[config.mk]
export PLATFORM = sky130hd
export DESIGN_NAME = realtime_authority_gate
export DESIGN_NICKNAME = d
export VERILOG_FILES = /design/src/sv/rag_pkg.sv /design/src/sv/realtime_authority_gate.sv /design/src/sv/rag_cfg.sv /design/src/sv/rag_core.sv
export SDC_FILE = /design/constraint.sdc
export NUM_CORES = 2
export LEC_CHECK = 0
export BUFFER_PORTS_ARGS = -buffer_cell sky130_fd_sc_hd__buf_2
export CAP_MARGIN = 20
export CORE_ASPECT_RATIO = 1.4
export CORE_MARGIN = 2
export CORE_UTILIZATION = 50
export CTS_CLUSTER_DIAMETER = 60
export DETAILED_ROUTE_END_ITERATION = 7
export GPL_ROUTABILITY_DRIVEN = 0
export HOLD_SLACK_MARGIN = 0.15
export PLACE_DENSITY = 0.72
export SETUP_SLACK_MARGIN = 0.3
export SYNTH_ARGS = -nofsm -noshare
export SYNTH_HDL_FRONTEND = slang
export SYNTH_SLANG_ARGS = --single-unit
[constraint.sdc]
create_clock -name clk -period 11.1 [get_ports clk]
set_clock_uncertainty 0.15 [all_clocks]
set_input_delay 1.11 -clock clk [delete_from_list [all_inputs] [get_ports clk]]
set_output_delay 1.11 -clock clk [all_outputs]
set_load 0.1 [all_outputs]
[src/sv/rag_pkg.sv]
// Shared types, codes and helpers for realtime_authority_gate.
// No dependencies; used by every module of the block.
`default_nettype none
package rag_pkg;

  localparam logic [31:0] HalfRange = 32'h8000_0000;
  localparam logic [31:0] AllOnes   = 32'hFFFF_FFFF;
  localparam int unsigned CfgIdxW   = 2;
  localparam int unsigned CfgDataW  = 64;

  localparam logic [CfgIdxW-1:0] RegSession  = 2'd0;
  localparam logic [CfgIdxW-1:0] RegTimeout  = 2'd1;
  localparam logic [CfgIdxW-1:0] RegContract = 2'd2;
  localparam logic [CfgIdxW-1:0] RegLanes    = 2'd3;

  typedef enum logic [2:0] {
    KindCommand = 3'd0, KindEpochReset = 3'd1, KindArm = 3'd2, KindDisarm = 3'd3,
    KindTick = 3'd4, KindPacket = 3'd5, KindApplied = 3'd6, KindNotApplied = 3'd7
  } kind_t;

  // outcome codes (arm and packet share the field)
  localparam logic [2:0] OutOk        = 3'd0;
  localparam logic [2:0] ArmProof     = 3'd1;
  localparam logic [2:0] ArmNotReady  = 3'd2;
  localparam logic [2:0] ArmDenied    = 3'd3;
  localparam logic [2:0] ArmReplay    = 3'd4;
  localparam logic [2:0] PktPrearm    = 3'd1;
  localparam logic [2:0] PktBoot      = 3'd2;
  localparam logic [2:0] PktDup       = 3'd3;
  localparam logic [2:0] PktContract  = 3'd4;
  localparam logic [2:0] PktState     = 3'd5;
  localparam logic [2:0] PktAuthority = 3'd6;

  localparam logic [1:0] StPrearm   = 2'd0;
  localparam logic [1:0] StActive   = 2'd1;
  localparam logic [1:0] StExpired  = 2'd2;
  localparam logic [1:0] StRejected = 2'd3;

  localparam logic [3:0] RsOk       = 4'd0;
  localparam logic [3:0] RsBoot     = 4'd1;
  localparam logic [3:0] RsSequence = 4'd2;
  localparam logic [3:0] RsContract = 4'd3;
  localparam logic [3:0] RsState    = 4'd4;
  localparam logic [3:0] RsEpoch    = 4'd5;
  localparam logic [3:0] RsNotArmed = 4'd6;
  localparam logic [3:0] RsProofRef = 4'd7;
  localparam logic [3:0] RsLiveness = 4'd8;

  localparam logic [1:0] ModePrearm = 2'd1;
  localparam logic [1:0] ModeActive = 2'd2;

  typedef struct packed {
    logic [2:0]  kind;
    logic [31:0] time_ms;
    logic [63:0] packet_session;
    logic [31:0] sequence_number;
    logic [31:0] packet_contract;
    logic [31:0] lane_valid_bits;
    logic [31:0] generation;
    logic [1:0]  packet_mode;
    logic [31:0] epoch;
    logic [31:0] echoed_proof;
    logic        bus_ready;
    logic        arm_allowed;
  } item_t;

  typedef struct packed {
    logic        ok;
    logic [2:0]  outcome;
    logic [1:0]  proof_status;
    logic [3:0]  proof_reason;
    logic [31:0] proof_counter;
    logic [4:0]  fresh_flags;
    logic        healthy;
    logic [31:0] forward_age;
    logic [31:0] proof_age;
    logic [31:0] timeout_count;
    logic [31:0] replay_count;
    logic [31:0] mismatch_count;
  } result_t;

  typedef struct packed {
    logic [63:0] session_id;
    logic [30:0] liveness_timeout;
    logic [31:0] contract_id;
    logic [31:0] required_lanes;
  } cfg_t;

  // cur newer than prev, wrap-safe
  function automatic logic seq_newer(input logic [31:0] prev, input logic [31:0] cur);
    logic [31:0] d;
    d = cur - prev;
    return (d != 32'd0) && (d < HalfRange);
  endfunction

  function automatic logic [31:0] sat_inc(input logic [31:0] v);
    return (v == AllOnes) ? v : v + 32'd1;
  endfunction

endpackage
`default_nettype wire

[src/sv/realtime_authority_gate.sv]
// Top level of realtime_authority_gate: handshake, config registers, core.
// Depends on rag_pkg, rag_cfg and rag_core.
//
// Usage: events enter on the in channel (in_valid/in_ready, payload in_data),
// one result per event leaves on the out channel (out_valid/out_ready,
// payload out_data). Configuration is written through cfg_we/cfg_index/
// cfg_data while no event is in flight.
// The result of an event is registered and is on out_data in the cycle after its beat.
// Throughput: one event per cycle while the receiver keeps up; the result register frees up in the same
// cycle it is taken, so in_ready = !out_valid || out_ready.
// When the receiver stalls the result holds and in_ready drops until it is
// taken; nothing is lost. The per-event state update and report is a single
// pass of compares and 32-bit subtracts ahead of the result register.
// Reset (rst, synchronous) clears all session state, counters, the
// registers and the result valid flag.
`default_nettype none
module realtime_authority_gate (
  input  wire logic                          clk,
  input  wire logic                          rst,
  input  wire logic                          in_valid,
  output wire logic                          in_ready,
  input  wire rag_pkg::item_t                in_data,
  output logic                               out_valid,
  input  wire logic                          out_ready,
  output rag_pkg::result_t                   out_data,
  input  wire logic                          cfg_we,
  input  wire logic [rag_pkg::CfgIdxW-1:0]   cfg_index,
  input  wire logic [rag_pkg::CfgDataW-1:0]  cfg_data
);
  rag_pkg::cfg_t cfg;
  logic fire;

  assign in_ready = !out_valid || out_ready;
  assign fire = in_valid && in_ready;

  rag_cfg u_cfg (
    .clk(clk), .rst(rst), .cfg_we(cfg_we), .cfg_index(cfg_index),
    .cfg_data(cfg_data), .cfg(cfg)
  );

  rag_core u_core (
    .clk(clk), .rst(rst), .fire(fire), .item(in_data), .cfg(cfg), .res(out_data)
  );

  // result valid flag
  always_ff @(posedge clk) begin
    if (rst) out_valid <= 1'b0;
    else if (fire) out_valid <= 1'b1;
    else if (out_ready) out_valid <= 1'b0;
  end
endmodule
`default_nettype wire

[src/sv/rag_cfg.sv]
// Configuration register file for realtime_authority_gate.
// Depends on rag_pkg.
`default_nettype none
module rag_cfg (
  input  wire logic                          clk,
  input  wire logic                          rst,
  input  wire logic                          cfg_we,
  input  wire logic [rag_pkg::CfgIdxW-1:0]   cfg_index,
  input  wire logic [rag_pkg::CfgDataW-1:0]  cfg_data,
  output rag_pkg::cfg_t                      cfg
);
  // one register per index, written without wait
  always_ff @(posedge clk) begin
    if (rst) begin
      cfg <= '0;
    end else if (cfg_we) begin
      unique case (cfg_index)
        rag_pkg::RegSession:  cfg.session_id       <= cfg_data;
        rag_pkg::RegTimeout:  cfg.liveness_timeout <= cfg_data[30:0];
        rag_pkg::RegContract: cfg.contract_id      <= cfg_data[31:0];
        rag_pkg::RegLanes:    cfg.required_lanes   <= cfg_data[31:0];
        default: ;
      endcase
    end
  end
endmodule
`default_nettype wire

[src/sv/rag_core.sv]
// Session state and single-pass update/report logic for one event beat.
// Depends on rag_pkg.
`default_nettype none
module rag_core (
  input  wire logic           clk,
  input  wire logic           rst,
  input  wire logic           fire,
  input  wire rag_pkg::item_t item,
  input  wire rag_pkg::cfg_t  cfg,
  output rag_pkg::result_t    res
);
  logic armed, command_seen, activation_seen, sequence_seen;
  logic prearm_echo_valid, forward_valid, active_echo_valid, state_applied;
  logic [31:0] armed_epoch, arm_time, last_command, last_activation, highest_sequence;
  logic [31:0] issued_proof, last_echo, prearm_echo_time, forward_time, active_echo_time;
  logic [31:0] applied_generation, timeouts, replays, mismatches;
  logic [1:0] status_reg;
  logic [3:0] reason_reg;

  logic armed_next, command_seen_next, activation_seen_next, sequence_seen_next;
  logic prearm_echo_valid_next, forward_valid_next, active_echo_valid_next;
  logic state_applied_next;
  logic [31:0] armed_epoch_next, arm_time_next, last_command_next, last_activation_next;
  logic [31:0] highest_sequence_next, issued_proof_next, last_echo_next;
  logic [31:0] prearm_echo_time_next, forward_time_next, active_echo_time_next;
  logic [31:0] applied_generation_next, timeouts_next, replays_next, mismatches_next;
  logic [1:0] status_reg_next;
  logic [3:0] reason_reg_next;
  rag_pkg::result_t res_next;

  logic        configured;
  logic [31:0] tmo, now;
  logic        pre_qual_in, act_pkt, pre_pkt, ref_ok;
  logic [31:0] ref_v, inc_proof;
  logic [3:0]  iss_reason;
  logic        iss;
  logic [1:0]  iss_status;

  assign configured = (cfg.session_id != 64'd0) && (cfg.liveness_timeout != 31'd0);
  assign tmo = configured ? {1'b0, cfg.liveness_timeout} : 32'd0;
  assign now = item.time_ms;
  assign ref_v = item.echoed_proof;
  assign pre_qual_in = configured && !armed && prearm_echo_valid &&
                       ((now - prearm_echo_time) <= tmo);
  assign act_pkt = (item.packet_mode == rag_pkg::ModeActive) && armed &&
                   (item.epoch == armed_epoch);
  assign pre_pkt = (item.packet_mode == rag_pkg::ModePrearm) && (item.epoch == 32'd0) &&
                   !armed;
  assign ref_ok = !(ref_v == 32'd0 || issued_proof == 32'd0 || ref_v == last_echo ||
                    (last_echo != 32'd0 && !rag_pkg::seq_newer(last_echo, ref_v))) &&
                  (ref_v == issued_proof || rag_pkg::seq_newer(ref_v, issued_proof));
  assign inc_proof = (issued_proof + 32'd1 == 32'd0) ? 32'd1 : issued_proof + 32'd1;

  // next state for the event
  always_comb begin
    armed_next = armed; command_seen_next = command_seen;
    activation_seen_next = activation_seen; sequence_seen_next = sequence_seen;
    prearm_echo_valid_next = prearm_echo_valid; forward_valid_next = forward_valid;
    active_echo_valid_next = active_echo_valid; state_applied_next = state_applied;
    armed_epoch_next = armed_epoch; arm_time_next = arm_time;
    last_command_next = last_command; last_activation_next = last_activation;
    highest_sequence_next = highest_sequence; issued_proof_next = issued_proof;
    last_echo_next = last_echo; prearm_echo_time_next = prearm_echo_time;
    forward_time_next = forward_time; active_echo_time_next = active_echo_time;
    applied_generation_next = applied_generation; timeouts_next = timeouts;
    replays_next = replays; mismatches_next = mismatches;
    status_reg_next = status_reg; reason_reg_next = reason_reg;
    res_next = '0;
    iss = 1'b0; iss_status = rag_pkg::StPrearm; iss_reason = rag_pkg::RsOk;

    unique case (rag_pkg::kind_t'(item.kind))
      rag_pkg::KindCommand: begin
        if (!configured || item.sequence_number == 32'd0 ||
            (command_seen && !rag_pkg::seq_newer(last_command, item.sequence_number))) begin
          replays_next = rag_pkg::sat_inc(replays);
        end else begin
          command_seen_next = 1'b1;
          last_command_next = item.sequence_number;
          res_next.ok = 1'b1;
        end
      end
      rag_pkg::KindEpochReset: begin
        command_seen_next = 1'b0;
        last_command_next = 32'd0;
        if (!armed) begin
          sequence_seen_next = 1'b0; highest_sequence_next = 32'd0;
          prearm_echo_valid_next = 1'b0; prearm_echo_time_next = 32'd0;
          last_echo_next = 32'd0;
        end
      end
      rag_pkg::KindArm: begin
        if (!pre_qual_in) res_next.outcome = rag_pkg::ArmProof;
        else if (!item.bus_ready) res_next.outcome = rag_pkg::ArmNotReady;
        else if (!item.arm_allowed) res_next.outcome = rag_pkg::ArmDenied;
        else if (item.epoch == 32'd0 ||
                 (activation_seen && !rag_pkg::seq_newer(last_activation, item.epoch)))
          res_next.outcome = rag_pkg::ArmReplay;
        else begin
          res_next.ok = 1'b1;
          armed_next = 1'b1; armed_epoch_next = item.epoch;
          activation_seen_next = 1'b1; last_activation_next = item.epoch;
          arm_time_next = now; forward_valid_next = 1'b0; forward_time_next = now;
          active_echo_valid_next = 1'b0; active_echo_time_next = now;
          applied_generation_next = 32'd0; state_applied_next = 1'b0;
          status_reg_next = rag_pkg::StActive; reason_reg_next = rag_pkg::RsOk;
        end
      end
      rag_pkg::KindDisarm: begin
        armed_next = 1'b0; armed_epoch_next = 32'd0; forward_valid_next = 1'b0;
        active_echo_valid_next = 1'b0; state_applied_next = 1'b0;
        applied_generation_next = 32'd0;
        status_reg_next = rag_pkg::StPrearm; reason_reg_next = rag_pkg::RsOk;
      end
      rag_pkg::KindTick: begin
        if (armed && ((!forward_valid && (now - arm_time) > tmo) ||
                      (forward_valid && (now - forward_time) > tmo) ||
                      (active_echo_valid ? (now - active_echo_time) > tmo
                                         : (now - arm_time) > tmo))) begin
          armed_next = 1'b0; armed_epoch_next = 32'd0; forward_valid_next = 1'b0;
          active_echo_valid_next = 1'b0; state_applied_next = 1'b0;
          timeouts_next = rag_pkg::sat_inc(timeouts);
          status_reg_next = rag_pkg::StExpired; reason_reg_next = rag_pkg::RsLiveness;
          res_next.ok = 1'b1;
        end
      end
      rag_pkg::KindPacket: begin
        state_applied_next = 1'b0;
        if (!configured || item.packet_session != cfg.session_id) begin
          iss = 1'b1; iss_status = rag_pkg::StRejected; iss_reason = rag_pkg::RsBoot;
          res_next.outcome = rag_pkg::PktBoot;
        end else if (item.sequence_number == 32'd0 || (sequence_seen &&
                     !rag_pkg::seq_newer(highest_sequence, item.sequence_number))) begin
          replays_next = rag_pkg::sat_inc(replays);
          reason_reg_next = rag_pkg::RsSequence;
          res_next.outcome = rag_pkg::PktDup;
        end else begin
          sequence_seen_next = 1'b1;
          highest_sequence_next = item.sequence_number;
          iss = 1'b1;
          if (item.packet_contract != cfg.contract_id) begin
            iss_status = rag_pkg::StRejected; iss_reason = rag_pkg::RsContract;
            res_next.outcome = rag_pkg::PktContract;
          end else if ((item.lane_valid_bits & cfg.required_lanes) != cfg.required_lanes ||
                       item.generation == 32'd0) begin
            iss_status = rag_pkg::StRejected; iss_reason = rag_pkg::RsState;
            res_next.outcome = rag_pkg::PktState;
          end else if (!act_pkt && !pre_pkt) begin
            iss_status = armed ? rag_pkg::StActive : rag_pkg::StExpired;
            iss_reason = armed ? rag_pkg::RsEpoch : rag_pkg::RsNotArmed;
            res_next.outcome = rag_pkg::PktAuthority;
          end else begin
            // admitted: echo check may leave the sticky proof-ref reason
            reason_reg_next = rag_pkg::RsOk;
            if (ref_ok) begin
              if (act_pkt) begin
                active_echo_valid_next = 1'b1; active_echo_time_next = now;
              end else begin
                prearm_echo_valid_next = 1'b1; prearm_echo_time_next = now;
              end
              last_echo_next = ref_v;
            end else if (ref_v != 32'd0 && ref_v != last_echo) begin
              mismatches_next = rag_pkg::sat_inc(mismatches);
              reason_reg_next = rag_pkg::RsProofRef;
            end
            if (act_pkt) begin
              forward_valid_next = 1'b1; forward_time_next = now;
              iss_status = rag_pkg::StActive;
              res_next.outcome = rag_pkg::OutOk;
            end else begin
              iss_status = rag_pkg::StPrearm;
              res_next.outcome = rag_pkg::PktPrearm;
            end
            res_next.ok = 1'b1;
          end
        end
        if (iss) begin
          issued_proof_next = inc_proof;
          status_reg_next = iss_status;
          if (reason_reg_next != rag_pkg::RsProofRef || iss_reason != rag_pkg::RsOk)
            reason_reg_next = iss_reason;
        end
      end
      rag_pkg::KindApplied: begin
        state_applied_next = 1'b1;
        applied_generation_next = item.generation;
      end
      default: begin
        state_applied_next = 1'b0;
        reason_reg_next = rag_pkg::RsState;
      end
    endcase

    // report on the post-update state
    res_next.proof_status = status_reg_next;
    res_next.proof_reason = reason_reg_next;
    res_next.proof_counter = issued_proof_next;
    res_next.fresh_flags[0] = forward_valid_next && ((now - forward_time_next) <= tmo);
    res_next.fresh_flags[1] = armed_next ?
        (active_echo_valid_next && ((now - active_echo_time_next) <= tmo)) :
        (prearm_echo_valid_next && ((now - prearm_echo_time_next) <= tmo));
    res_next.fresh_flags[2] = configured && !armed_next && prearm_echo_valid_next &&
                              ((now - prearm_echo_time_next) <= tmo);
    res_next.fresh_flags[3] = armed_next;
    res_next.fresh_flags[4] = state_applied_next;
    res_next.healthy = configured && armed_next && forward_valid_next &&
                       active_echo_valid_next && ((now - forward_time_next) <= tmo) &&
                       ((now - active_echo_time_next) <= tmo);
    res_next.forward_age = forward_valid_next ? now - forward_time_next : rag_pkg::AllOnes;
    if (armed_next)
      res_next.proof_age = active_echo_valid_next ? now - active_echo_time_next
                                                  : rag_pkg::AllOnes;
    else
      res_next.proof_age = prearm_echo_valid_next ? now - prearm_echo_time_next
                                                  : rag_pkg::AllOnes;
    res_next.timeout_count = timeouts_next;
    res_next.replay_count = replays_next;
    res_next.mismatch_count = mismatches_next;
  end

  // state registers and the result register
  always_ff @(posedge clk) begin
    if (rst) begin
      armed <= 1'b0; command_seen <= 1'b0; activation_seen <= 1'b0;
      sequence_seen <= 1'b0; prearm_echo_valid <= 1'b0; forward_valid <= 1'b0;
      active_echo_valid <= 1'b0; state_applied <= 1'b0;
      armed_epoch <= '0; arm_time <= '0; last_command <= '0; last_activation <= '0;
      highest_sequence <= '0; issued_proof <= '0; last_echo <= '0;
      prearm_echo_time <= '0; forward_time <= '0; active_echo_time <= '0;
      applied_generation <= '0; timeouts <= '0; replays <= '0; mismatches <= '0;
      status_reg <= rag_pkg::StPrearm; reason_reg <= rag_pkg::RsOk;
    end else if (fire) begin
      armed <= armed_next; command_seen <= command_seen_next;
      activation_seen <= activation_seen_next; sequence_seen <= sequence_seen_next;
      prearm_echo_valid <= prearm_echo_valid_next; forward_valid <= forward_valid_next;
      active_echo_valid <= active_echo_valid_next; state_applied <= state_applied_next;
      armed_epoch <= armed_epoch_next; arm_time <= arm_time_next;
      last_command <= last_command_next; last_activation <= last_activation_next;
      highest_sequence <= highest_sequence_next; issued_proof <= issued_proof_next;
      last_echo <= last_echo_next; prearm_echo_time <= prearm_echo_time_next;
      forward_time <= forward_time_next; active_echo_time <= active_echo_time_next;
      applied_generation <= applied_generation_next; timeouts <= timeouts_next;
      replays <= replays_next; mismatches <= mismatches_next;
      status_reg <= status_reg_next; reason_reg <= reason_reg_next;
    end
  end

  always_ff @(posedge clk) begin
    if (fire) res <= res_next;
  end
endmodule
`default_nettype wire

==> metrics <==
status complete, but fails checks; failing checks negative setup slack; Pwr per Cell Area around 130 nW/um2; min cycle time layout around 11 ns; DR iter-0 viols 5414; gr usage total around 35%; hold crit path type reg2reg; YS warnings 0; Mapped Avg Cell Area about 8.0 um2; dpl ws -1.57 ns; combinational share of power between 20 and 30%; starting density of the core 50.2%; Max Fclk roughly 90 MHz; largest net degree at the start of global routing ~180; Largest delay share family, worst path compound AO/OA/AOI/OAI gates; Slew @ Worst Pin 1.14 ns; Syn Inst Count around 7600; Tcrit/Tclk final 100%; die area between 100000 and 150000 um2; die width around 300 um; Post-synth EDFFs around 210; Area contributors post-synth dfxtp_1, ha_1, edfxtp_1; TritonRoute pass-1 iters 6; Max VDD drop roughly 0.18 mV; Largest regs u_core.res x208, u_cfg.cfg x159; first-pass GRT wire length about 340000 um; CTS tree yes; CP max FO 6; Worst-path clk slew roughly 0.06 ns; post-DR vias/cell 6.15; Setup crit end kind flip-flop; Reg power frac 34.0%; Setup violations, final 1; fillers between 10000 and 15000; HPWL Detailed about 170000 um; most frequent cells after synthesis nand2_1, a21oi_1, ha_1, dfxtp_1, nor2_1; Largest Register u_core.res; hold violation count in the final report 0; sequential fraction of the synthesis area between 20 and 30%; antenna-violating nets left 0; Crit path buffers/inverters 8; die height 416 um; post-route DRC violation count 0; RSZ-0062 raised after global routing yes; max cap viols 0; Worst EP required 11.54 ns; # IOs between 500 and 600; depth of the CTS H-tree 3; Slew Limit Fails 0; Largest register FFs around 210; nets@finish 9425; Clock Latency Late Sink approximately 0.77 ns; internal power ~6 mW; CP Class in2reg; Yosys top cell area share between 15 and 20%; Yosys reg bits about 800; worst hold slack just under 0.3 ns; synthesized cell area about 60000 um2; Slew Limit Headroom roughly a quarter; layout cells sized above 1 between 15 and 20%; CP arrival 11.58 ns; Via Count approximately 62000; clock power share between 30% and 40%; Primary FF master, synth dfxtp_1; synth-to-layout area growth 20.0%; top-count cell post-synth nand2_1; Switch Pwr ~3.2 mW; CTS Buf Count 94; Sink Count between 700 and 800; CORE AREA 121000 um2; slowest cell on the critical path a221o_1; initial antenna violation count 22; gr ovfl total 0; clk root buf clkbuf_16; distinct cell type count after synthesis ~100; asr flop ratio synth 0%; CP startpoint kind primary input; Syn Nets 8534; Avg WL per Cell approximately 22 um; clk buf depth 3; row count approximately 150; sw frac a little over a third; slowest stage delay, CP 0.43 ns; fin worst setup slack -0.0398 ns; Port Buf Inserts ~580; vias in the first global route ~60000; Leak 28.8 nW; DRT Wirelength 226000 um; top cell type by total area after synthesis dfxtp_1; Hold Buf Count CTS 0
## final cells by class
| type | count | area, um2 | share of cell area, % |
|---|---|---|---|
| Antenna cell | 18 | 45.0 | 0.0620 |
| Tap cell | 1606 | 2010 | 2.77 |
| Multi-Input combinational cell | 5993 | 40300 | 55.4 |
| Clock inverter | 65 | 867 | 1.19 |
| Timing Repair Buffer | 1117 | 7200 | 9.91 |
| Inverter | 451 | 1700 | 2.35 |
| Clock buffer | 113 | 2490 | 3.43 |
| Sequential cell | 798 | 18100 | 24.8 |
## metal layers
layer	routed length, um	GRT usage, %
met5	104	0.0390
met1	82400	38.7
met4	20100	26.9
met2	104000	57.5
met3	19500	7.37
## worst reg2reg max path, delay by kind of cell, from the launching register on
kind            cells  cell delay (ns)
compound gates     32             5.57
xor+xnor            1             0.16
fa+ha+maj           4             1.27
buf+inv             7             1.05
flops               1             0.33
mux                 1             0.16
simple gates       14             2.16
## final timing paths
| kind | from | end | slack (ns) | cells after the start |
|---|---|---|---|---|
| min reg2reg | u_core.last_activation[22] | u_core.last_activation[22] | 0.30 | 2 |
| max reg2reg | u_core.prearm_echo_time[2] | u_core.res[160] | 0.10 | 59 |
| max | in_data[260] | u_core.res[160] | -0.04 | 61 |
| min | u_core.last_activation[22] | u_core.last_activation[22] | 0.30 | 2 |
## layout by cell type (no fill, tap or decap), drive strengths merged, types with 19 or more instances in the layout
cell / n
nor2b: 93
and2: 34
clkinv: 27
clkbuf: 114
and3: 111
a211o: 21
a21oi: 749
dfxtp: 590
o31ai: 26
a21boi: 19
o21bai: 30
nand2: 928
a211oi: 113
buf: 1116
nor4: 144
nor3b: 22
o211ai: 36
o21ai: 324
a31oi: 55
nor3: 151
edfxtp: 208
o22a: 35
xor2: 200
nand4: 154
xnor2: 368
a2111oi: 28
ha: 594
a21o: 152
o22ai: 27
o21a: 99
or3: 45
nand2b: 141
a22o: 36
nor2: 535
inv: 469
mux2i: 75
o2111ai: 20
nand3: 321
## cell families after synthesis
group | share of synthesized area, %
AOI/OAI and AO/OA | 20.6
DFF | 29.8
xor gates and xnor gates | 8.22
adders and majority gates | 12.6
and+or+nand+nor | 22.4
buffers and inverters | 4.98
muxes | 1.43
## stage by stage
step | TNS, ns | total power [mW] | instances | util, % | area, um2
final | -0.0398 | 9.21 | 10200 | 60.3 | 72700
after global placement | -4.16 | 5.65 | 9916 | 56.5 | 68100
after CTS | 0 | 9.10 | 10100 | 59.6 | 71800
after detailed placement | -6.96 | 5.71 | 9919 | 56.5 | 68100
after floorplan | 0 | 4.79 | 7564 | - | 60600
after global routing | -1.17 | 9.54 | 10100 | 60.3 | 72600
## repair_timing
item	CTS	global route
setup endpoints to repair	4	5
pin swaps	22	72
gates cloned	0	1
buffers inserted	15	26
resized for setup	54	108
## power by group through the flow
stage | combinational, mW | sequential, mW | clock (mW)
floorplan | 1.35 | 3.43 | 0
global placement | 2.46 | 3.19 | 0
detailed placement | 2.52 | 3.19 | 0
CTS | 2.56 | 3.12 | 3.41
global route | 2.90 | 3.13 | 3.51
finish | 2.71 | 3.13 | 3.38
No activity file was read; power rests on OpenSTA's default activity.
